## src/rtl/crc32c_word_list_checker_macros.svh

```systemverilog
// ----------------------------------------------------------------------------
// crc32c word list checker assertion macros
// shared property wrappers, sampled on clk and disabled while rst_n is low
// ----------------------------------------------------------------------------
`ifndef CRC32C_WORD_LIST_CHECKER_MACROS_SVH
`define CRC32C_WORD_LIST_CHECKER_MACROS_SVH

// condition holds at every edge out of reset
`define CWLC_ASSERT_ALWAYS(label, cond, msg) \
  label: assert property (@(posedge clk) disable iff (!rst_n) (cond)) \
    else $error(msg);

// trigger in one cycle implies the effect in the next
`define CWLC_ASSERT_NEXT(label, trig, effect, msg) \
  label: assert property (@(posedge clk) disable iff (!rst_n) (trig) |=> (effect)) \
    else $error(msg);

`endif

```

## src/rtl/crc32c_wlc_pkg.sv

```systemverilog
// ----------------------------------------------------------------------------
// crc32c word list checker package
// beat types, item kinds, sizes and the crc-32c word update
// ----------------------------------------------------------------------------
package crc32c_wlc_pkg;

  localparam int          MAX_CANDIDATES_DEF = 32;
  localparam int          INDEX_LIMIT        = 32;
  localparam int          IDX_W              = 5;
  localparam int          FIFO_DEPTH         = 2;
  localparam logic [31:0] CRC32C_POLY        = 32'h82F6_3B78;

  // input beat as seen on the port
  typedef struct packed {
    logic [31:0] data_word;
    logic        is_checksum_word;
    logic        last_candidate;
  } in_item_t;

  // result beat
  typedef struct packed {
    logic [31:0]      computed_crc;
    logic             crc_match;
    logic             list_done;
    logic             any_match;
    logic [IDX_W-1:0] first_match_index;
  } out_item_t;

  // classification done by the front end
  typedef enum logic [1:0] {
    KIND_DATA       = 2'd0,
    KIND_CHECK      = 2'd1,
    KIND_CHECK_LAST = 2'd2
  } item_kind_t;

  // entry of the queue between front and back
  typedef struct packed {
    item_kind_t  kind;
    logic [31:0] word;
  } q_item_t;

  // crc contribution of a single set bit after one full 32-bit word
  function automatic logic [31:0] crc32c_col(input int unsigned bit_idx);
    logic [31:0] c;
    c = 32'h1 << bit_idx;
    for (int k = 0; k < 32; k++) begin
      c = (c >> 1) ^ (c[0] ? CRC32C_POLY : 32'h0);
    end
    return c;
  endfunction

  // one word of crc-32c, lsb first, as a flat xor network of constant columns
  function automatic logic [31:0] crc32c_word(input logic [31:0] crc,
                                              input logic [31:0] word);
    logic [31:0] v;
    logic [31:0] acc;
    v   = crc ^ word;
    acc = 32'h0;
    for (int i = 0; i < 32; i++) begin
      if (v[i]) acc = acc ^ crc32c_col(i);
    end
    return acc;
  endfunction

endpackage

```

## src/rtl/crc32c_wlc_fifo.sv

```systemverilog
// ----------------------------------------------------------------------------
// crc32c word list checker fifo
// short register queue with full and empty flags
// ----------------------------------------------------------------------------
module crc32c_wlc_fifo
  import crc32c_wlc_pkg::*;
#(
  parameter int WIDTH = 32
) (
  input  logic             clk,
  input  logic             rst_n,
  input  logic             push,
  input  logic [WIDTH-1:0] push_data,
  output logic             full,
  input  logic             pop,
  output logic [WIDTH-1:0] head,
  output logic             empty
);

  localparam int PTR_W = (FIFO_DEPTH > 1) ? $clog2(FIFO_DEPTH) : 1;
  localparam int CNT_W = $clog2(FIFO_DEPTH + 1);
  localparam logic [PTR_W-1:0] LAST_PTR = PTR_W'(FIFO_DEPTH - 1);

  logic [WIDTH-1:0] mem_r [FIFO_DEPTH];
  logic [PTR_W-1:0] wr_ptr_r, wr_ptr_nxt;
  logic [PTR_W-1:0] rd_ptr_r, rd_ptr_nxt;
  logic [CNT_W-1:0] count_r, count_nxt;
  logic             do_push;
  logic             do_pop;

  assign full    = (count_r == CNT_W'(FIFO_DEPTH));
  assign empty   = (count_r == '0);
  assign do_push = push && !full;
  assign do_pop  = pop && !empty;
  assign head    = mem_r[rd_ptr_r];

  // pointer and count update
  always_comb begin
    wr_ptr_nxt = wr_ptr_r;
    rd_ptr_nxt = rd_ptr_r;
    count_nxt  = count_r;
    if (do_push) wr_ptr_nxt = (wr_ptr_r == LAST_PTR) ? '0 : wr_ptr_r + 1'b1;
    if (do_pop)  rd_ptr_nxt = (rd_ptr_r == LAST_PTR) ? '0 : rd_ptr_r + 1'b1;
    if (do_push && !do_pop)      count_nxt = count_r + 1'b1;
    else if (do_pop && !do_push) count_nxt = count_r - 1'b1;
  end

  always_ff @(posedge clk) begin
    if (!rst_n) begin
      wr_ptr_r <= '0;
      rd_ptr_r <= '0;
      count_r  <= '0;
    end else begin
      wr_ptr_r <= wr_ptr_nxt;
      rd_ptr_r <= rd_ptr_nxt;
      count_r  <= count_nxt;
    end
  end

  // storage
  always_ff @(posedge clk) begin
    if (do_push) mem_r[wr_ptr_r] <= push_data;
  end

endmodule

```

## src/rtl/crc32c_wlc_back.sv

```systemverilog
// ----------------------------------------------------------------------------
// crc32c word list checker back end
// running crc, candidate list tracking and the result queue
// ----------------------------------------------------------------------------
module crc32c_wlc_back
  import crc32c_wlc_pkg::*;
#(
  parameter int MAX_CANDIDATES = MAX_CANDIDATES_DEF
) (
  input  logic      clk,
  input  logic      rst_n,
  input  q_item_t   q_head,
  input  logic      q_empty,
  output logic      q_pop,
  output out_item_t out_item,
  output logic      out_empty,
  input  logic      out_pop
);

`include "crc32c_word_list_checker_macros.svh"

  localparam int BOUND = (MAX_CANDIDATES > INDEX_LIMIT) ? INDEX_LIMIT : MAX_CANDIDATES;
  localparam logic [IDX_W-1:0] COUNT_TOP = IDX_W'(BOUND - 1);

  logic [31:0]      crc_r, crc_nxt;
  logic [IDX_W-1:0] count_r, count_nxt;
  logic             seen_r, seen_nxt;
  logic [IDX_W-1:0] pos_r, pos_nxt;

  logic             res_full;
  logic             is_check;
  logic             is_last;
  logic             take;
  logic             match;
  logic             seen_cur;
  logic [IDX_W-1:0] pos_cur;
  out_item_t        result;
  logic [$bits(out_item_t)-1:0] res_bits;

  assign is_check = (q_head.kind != KIND_DATA);
  assign is_last  = (q_head.kind == KIND_CHECK_LAST);
  // data words never wait; checksum words need room for their result
  assign take     = !q_empty && (!is_check || !res_full);
  assign q_pop    = take;

  // check against the running crc and fold into the list status
  always_comb begin
    match    = (crc_r == q_head.word);
    seen_cur = seen_r || match;
    pos_cur  = (match && !seen_r) ? count_r : pos_r;
    result.computed_crc      = crc_r;
    result.crc_match         = match;
    result.list_done         = is_last;
    result.any_match         = seen_cur;
    result.first_match_index = pos_cur;
  end

  // state update
  always_comb begin
    crc_nxt   = crc_r;
    count_nxt = count_r;
    seen_nxt  = seen_r;
    pos_nxt   = pos_r;
    if (take) begin
      if (!is_check) begin
        crc_nxt = crc32c_word(crc_r, q_head.word);
      end else begin
        crc_nxt = '0;
        if (is_last) begin
          count_nxt = '0;
          seen_nxt  = 1'b0;
          pos_nxt   = '0;
        end else begin
          if (count_r < COUNT_TOP) count_nxt = count_r + 1'b1;
          seen_nxt = seen_cur;
          pos_nxt  = pos_cur;
        end
      end
    end
  end

  always_ff @(posedge clk) begin
    if (!rst_n) begin
      crc_r   <= '0;
      count_r <= '0;
      seen_r  <= 1'b0;
      pos_r   <= '0;
    end else begin
      crc_r   <= crc_nxt;
      count_r <= count_nxt;
      seen_r  <= seen_nxt;
      pos_r   <= pos_nxt;
    end
  end

  // result queue decouples the engine from the receiver
  crc32c_wlc_fifo #(
    .WIDTH ($bits(out_item_t))
  ) u_results (
    .clk       (clk),
    .rst_n     (rst_n),
    .push      (take && is_check),
    .push_data (result),
    .full      (res_full),
    .pop       (out_pop),
    .head      (res_bits),
    .empty     (out_empty)
  );

  assign out_item = out_item_t'(res_bits);

  // checks
  `CWLC_ASSERT_ALWAYS(a_count_bound, count_r <= COUNT_TOP, "candidate count past bound")
  `CWLC_ASSERT_ALWAYS(a_pos_clear, seen_r || (pos_r == '0), "match position set without match")
  `CWLC_ASSERT_NEXT(a_list_end, take && is_last,
                    (count_r == '0) && !seen_r && (crc_r == '0), "list state not cleared")
  `CWLC_ASSERT_NEXT(a_data_count, take && !is_check, $stable(count_r) && $stable(seen_r),
                    "data word changed list state")

endmodule

```

## config.mk

```make
export PLATFORM = sky130hd
export DESIGN_NAME = crc32c_wlc_back
export DESIGN_NICKNAME = d
export VERILOG_FILES = /design/src/rtl/crc32c_wlc_pkg.sv /design/src/rtl/crc32c_wlc_fifo.sv /design/src/rtl/crc32c_wlc_back.sv
export VERILOG_INCLUDE_DIRS = /design/src /design/src/rtl
export SDC_FILE = /design/constraint.sdc
export NUM_CORES = 1
export LEC_CHECK = 0
export ABC_AREA = 1
export BUFFER_PORTS_ARGS = -buffer_cell sky130_fd_sc_hd__buf_2
export CAP_MARGIN = 25
export CORE_AREA = 8 8 172 174
export DETAILED_ROUTE_END_ITERATION = 6
export DIE_AREA = 0 0 180 182
export PLACE_DENSITY = 0.62
export SLEW_MARGIN = 20
export SYNTH_ARGS = -nofsm -noshare
export SYNTH_HDL_FRONTEND = slang
export SYNTH_SLANG_ARGS = --single-unit
```

## constraint.sdc

```tcl
create_clock -name clk -period 9.2 [get_ports clk]
set_input_delay 0 -clock clk [delete_from_list [all_inputs] [get_ports clk]]
set_output_delay 0 -clock clk [all_outputs]
set_load 0.05 [all_outputs]
```

After elaboration in Yosys (flattened, before gate mapping)
Memories as Yosys holds them, arrays and structs flattened. A register that Yosys moved wholly into a read port is not among the register bits.
Cells that the tools add are included.

word-level totals
  memory bits (writable) = 80
  memories = 1
  input port bits = 38
  flip-flop bits (word level) = 47
  logic and storage cells = 179

memories
  name             words  width  rd ports  clocked after Yosys merged registers in  wr ports  RTL line               text
  u_results.mem_r  2      40     1         1                                        1         crc32c_wlc_fifo.sv:24  logic [WIDTH-1:0] mem_r [FIFO_DEPTH];

cells by class
  bitwise operators = 32
  multiplexer cells = 108
  add/sub/neg operators = 5
  $lt $le $gt $ge = 1
  reductions and logical operators = 22
  equal/unequal tests = 3

operators with widths
  operator               number
  $mux W32               82
  $not A17 Y17           15
  $mux W31               7
  $not A15 Y15           12
  $mux W30               4
  $mux W29               2
  $not A19 Y19           2
  $eq A32 B32 Y1         1
  $xor A32 B32 Y32       1
  $not A23 Y23           1
  $not A21 Y21           1
  $mux W5                4
  $logic_and A1 B1 Y1    7
  $logic_not A1 Y1       7
  $mux W1                7
  $reduce_bool A2 Y1     3
  $add A5 B1 Y5 const B  1
  $lt A5 B5 Y1 const B   1
  $eq A2 B2 Y1 const B   2
  $mux W2                2
  $reduce_and A3 Y1      1
  $add A1 B1 Y1 const B  2
  $add A2 B1 Y2 const B  1
  $logic_not A2 Y1       1
  3 further kinds        4

Depth between registers and ports, before layout
  depth after elaboration = 128
  gate-level depth with buffers = 18
  gate-level depth less buffers = 18

Modules after synthesis
A second synthesis with hierarchy kept.

unflattened totals
  cell total of the unflattened synthesis = 1,270
  area total of the unflattened synthesis = 9,733.1 µm²

by module, submodules not included
  module           area each (µm²)  instances  cells each
  crc32c_wlc_back  6,590.1          1          1,108
  crc32c_wlc_fifo  3,143.0          1          162

Worst setup path after synthesis
Ideal clock, no wire load.

  kind = reg2reg
  from = register u_results.count_r[0]
  to = memory u_results.mem_r[1][0] in the netlist's numbering (enable)
  library setup time = 439 ps
  data arrival time = 2,781 ps
  required time = 8,761 ps
  clock period less this slack = 3,220 ps
  stages on the path, launching flop included = 7
  slack = 5,980 ps
  path through = dfxtp_1 inv_1 a21oi_1 nor2_1 nor2_4 clkinv_1 nor2_1

on the way
  cells in the longest elaborated chain, start to end = 8

ends and longest elaborated chain
  element                            RTL line                                      text
  start, declared                    crc32c_wlc_fifo.sv:27                         logic [CNT_W-1:0] count_r, count_nxt;
  start signal, assigned             crc32c_wlc_fifo.sv:56                         count_r <= count_nxt;
  $eq A2 B2 Y1 (*)                   crc32c_wlc_fifo.sv:31                         assign full = (count_r == CNT_W'(FIFO_DEPTH));
  $logic_not A1 Y1 (*)               crc32c_wlc_fifo.sv:33, crc32c_wlc_back.sv:43
  $logic_or A1 B1 Y1                 crc32c_wlc_back.sv:43                         assign take = !q_empty && (!is_check || !res_full);
  $logic_and A1 B1 Y1                crc32c_wlc_back.sv:43
  $logic_and A1 B1 Y1                crc32c_wlc_back.sv:102                        .push (take && is_check),
  $logic_and A1 B1 Y1 (*)            crc32c_wlc_fifo.sv:33                         assign do_push = push && !full;
  net u_results.do_push              crc32c_wlc_fifo.sv:28                         logic do_push;
  $mux W1 (*)                        crc32c_wlc_fifo.sv:62                         if (do_push) mem_r[wr_ptr_r] <= push_data;
  $mux W1 (implied by the code) (*)  crc32c_wlc_fifo.sv:62
  end, declared                      crc32c_wlc_fifo.sv:24

Mark *: on every way through the listed nets, which the timed path passes. The rest lies on a longest branch.

Worst setup path after layout
  from = register crc_r[13]
  to = register pos_r[4]

on the way
  cells in the longest elaborated chain, start to end = 4

ends and longest elaborated chain
  element                 RTL line               text
  start, declared         crc32c_wlc_back.sv:25  logic [31:0] crc_r, crc_nxt;
  start signal, assigned  crc32c_wlc_back.sv:89  crc_r <= crc_nxt;
  $eq A32 B32 Y1          crc32c_wlc_back.sv:48  match = (crc_r == q_head.word);
  $logic_and A1 B1 Y1     crc32c_wlc_back.sv:50  pos_cur = (match && !seen_r) ? count_r : pos_r;
  $mux W5                 crc32c_wlc_back.sv:50
  $mux W5                 crc32c_wlc_back.sv:69  if (is_last) begin
  end signal, assigned    crc32c_wlc_back.sv:92  pos_r <= pos_nxt;
  end, declared           crc32c_wlc_back.sv:28  logic [IDX_W-1:0] pos_r, pos_nxt;

No other way between the ends.
A chain may end at the register's enable or synchronous reset.

==> metrics.csv <==
stage,metric,value,unit
die,FP Rows,60,
grt,vias in the first global route,8331,
clock_network,CTS tree,yes,
detailed_routing,final WL,31.0,mm
die,IO Pins,80,
power_and_ir_drop,LEAKAGE,5.22,nW
grt,global-route wire length before repair,48.0,mm
sta,max-slew violations,0,
synthesis,Mapped Nets,1346,
synthesis,register area share after synthesis,0.344,
detailed_routing,Routed wire per std cell,17.7,µm
worst_hold_path,hold_sp,out_pop,
critical_path,Worst EP arrival,3.30,ns
synthesis,Synth Flop Type,edfxtp_1,
critical_path,startpoint types,register,
final_layout,area delta synth->final,15.0,%
clock_network,clock slew at reported path FFs,0.07,ns
final_layout,FILL cells,2654,
synthesis,Synth area leader,edfxtp_1,
grt,initial antenna violation count,2,
synthesis,Syn Inst Count,1302,
sta,post-layout min period,2.95,ns
sta,Setup Skew,0.0175,ns
worst_hold_path,Hold Path Cell Cnt,4,
critical_path,Worst Path Required,9.55,ns
synthesis,most frequent cell after synthesis,nand2_1,
critical_path,critical path class,register to register,
clock_network,Skew-Pair Late Insertion Delay,0.44,ns
critical_path,CP Max Fanout,11,
placement,placed cell area,10600,µm²
critical_path,"most used cell, CP",nand2_1,
sta,slew margin rel.,0.464,
power_and_ir_drop,PD cells,286,nW/µm²
detailed_routing,Pre-antenna DRT Iters,5,
placement,pre-CTS WS,6.38,ns
sta,RSZ-0062 raised after global routing,false,
detailed_routing,Post-DRT Antenna Nets,0,
synthesis,Syn Area/Cell,7.50,µm²
synthesis,Syn. warnings,0,
power_and_ir_drop,Max IR drop VDD,0.000162,V
critical_path,CP peak stage delay,0.59,ns
sta,Final WS setup,6.25,ns
clock_network,clock sink total,128,
critical_path,cells along the critical path,"xnor2_2, nand2_2, nor2_1, nand2_1, nor4_1, nand2_1, nor2_1, inv_1, nand2_1, nand3_1, a21oi_1",
grt,largest net degree at the start of global routing,42,
critical_path,Crit-path slowest cell,nor2_1,
synthesis,post-synth cell types,38,
final_layout,nets@finish,1437,
grt,Tot GR Track Use,0.190,
die,die outline width,180,µm
die,Die ar.,32800,µm²
die,Core Area,26700,µm²
critical_path,reg2reg start,crc_r[13]$_SDFFE_PN0P_,
sta,final setup fails,0,
job,max capacitance violation total,0,
synthesis,#FFs+latches synth,128,
critical_path,R2R depth,11,
critical_path,Critical Path Start,crc_r[13]$_SDFFE_PN0P_,
synthesis,post-synth top area share,0.246,
synthesis,most common library cells after synthesis,"526 x nand2_1, 134 x nand3_1, 125 x inv_1",
placement,routability congestion estimate,0.981,
placement,I/O Buffers,79,
detailed_routing,vias per cell,5.02,
status,status,finished clean,
grt,grt total ovfl,0,
synthesis,"top cells by area, synth","edfxtp_1 25%, nand2_1 20%, dfxtp_1 9.8%, xor2_1 9.1%, nand3_1 6.9%",
synthesis,Async SR Flop Fraction,0,
sta,final-report hold violation count,0,
clock_network,Root Buffer,clkbuf_16,
detailed_routing,first-iteration detailed-routing DRC count,701,
final_layout,final instance area,11200,µm²
clock_network,H-tree depth,4,
final_layout,share of cells above drive strength 1,0.153,
detailed_routing,routed vias,8774,
worst_hold_path,Hold Path Class,input pin to register,
detailed_routing,DRC viols,0,
clock_network,postcts setup bufs,0,
sta,crit share post-route,0.321,
die,Starting Density,0.366,
final_layout,# diodes,0,
clock_network,CTS buffer count,17,
die,Die Height,182,µm
sta,setup TNS,0,ns
synthesis,Post-synth EDFFs,80,
sta,Fmax achieved,338,MHz
synthesis,synthesized cell area,9760,µm²
placement,detailed placer's ending HPWL,23.6,mm
critical_path,Worst Setup End Kind,register,
clock_network,clk buf depth,2,
sta,Worst-Margin Slew,0.797,ns
==> final timing paths <==
kind | end | slack [ns]
setup / recovery | pos_r[4]$_SDFFE_PN0P_ | 6.25
hold / removal | register | 0.04
setup reg to reg | pos_r[4]$_SDFFE_PN0P_ | 6.25
hold reg to reg | pos_r[1]$_SDFFE_PN0P_ | 0.49
==> power breakdown <==
| group | switching (mW) | internal [mW] |
|---|---|---|
| Combinational | 1.20 | 0.560 |
| Clock | 0.307 | 0.388 |
| Sequential | 0.0537 | 0.696 |
==> logic make-up (layout without fill, tap and decap cells) <==
logic type	after synthesis	count (layout)	synth area share
adder cells (fa/ha/maj)	6	6	0.00769
AO/OA/AOI/OAI	67	67	0.0377
flip-flops	128	128	0.344
buffers and inverters	145	249	0.0564
multiplexers	40	40	0.0461
AND/OR/NAND/NOR	725	725	0.311
XOR/XNOR	191	191	0.197
==> timing repair <==
item / in CTS / in global routing
gates resized for setup: 0 / 0
hold endpoints to repair: 4 / 0
hold buffers: 2 / 0
==> layout make-up <==
type / count / area (µm²) / share of cell area
Clock inverter: 15 / 169 / 0.0150
Clock buffer: 17 / 425 / 0.0379
Multi-Input combinational cell: 1029 / 5870 / 0.523
Timing Repair Buffer: 88 / 480 / 0.0428
Tap cell: 341 / 427 / 0.0380
Inverter: 129 / 484 / 0.0431
Sequential cell: 128 / 3360 / 0.300
==> layer usage <==
layer / wire length, µm / GRT usage
met1: 13200 / 0.234
met2: 14500 / 0.319
met3: 2040 / 0.0337
met4: 1280 / 0.0887
met5: 10 / 0
==> stage by stage <==
stage          total power [mW]  hold slack (ns)  instances  utilization
2_1_floorplan              2.08            0.136       1302            -
3_3_place_gp               2.48            0.289       1712        0.397
3_5_place_dp               2.51            0.293       1713        0.398
4_1_cts                    3.22           0.0263       1747        0.421
5_1_grt                    3.43           0.0484       1747        0.421
6_report                   3.21           0.0352       1747        0.421
==> cell usage in the layout, fill, tap and decap left out, types with 4 or more instances in the layout <==
master       n
dfxtp_1     47
nor2_1      15
xnor2_2      9
mux2_2      40
nand3_1    134
inv_6        5
xor2_1     102
nor3_1       4
xor2_2      14
buf_4        6
ha_1         6
or2_2        5
nand2_2     12
nand2_4      4
clkbuf_16   17
nand4_1      6
xnor2_1     62
a21oi_1     45
xnor2_4      4
inv_8        5
nand3b_1     5
o21a_1       5
inv_1      125
o21ai_0      8
nand2_1    526
edfxtp_1    80
buf_2       79
nand2b_1     5
==> critical path: cells and delay by family, from the launching register on <==
kind / cells / cell delay [ns]
and+or+nand+nor: 8 / 1.54
xor gates and xnor gates: 1 / 0.52
DFF: 1 / 0.38
buffers and inverters: 1 / 0.23
AOI/OAI and AO/OA: 1 / 0.19
==> flip-flops by register name, indices dropped and copies added, names as in the netlist, named ones only <==
signal              count
count_r                 5
crc_r                  32
pos_r                   5
seen_r                  1
u_results.count_r       2
u_results.mem_r        80
u_results.rd_ptr_r      1
u_results.wr_ptr_r      1
No activity file was read; power rests on OpenSTA's default activity.
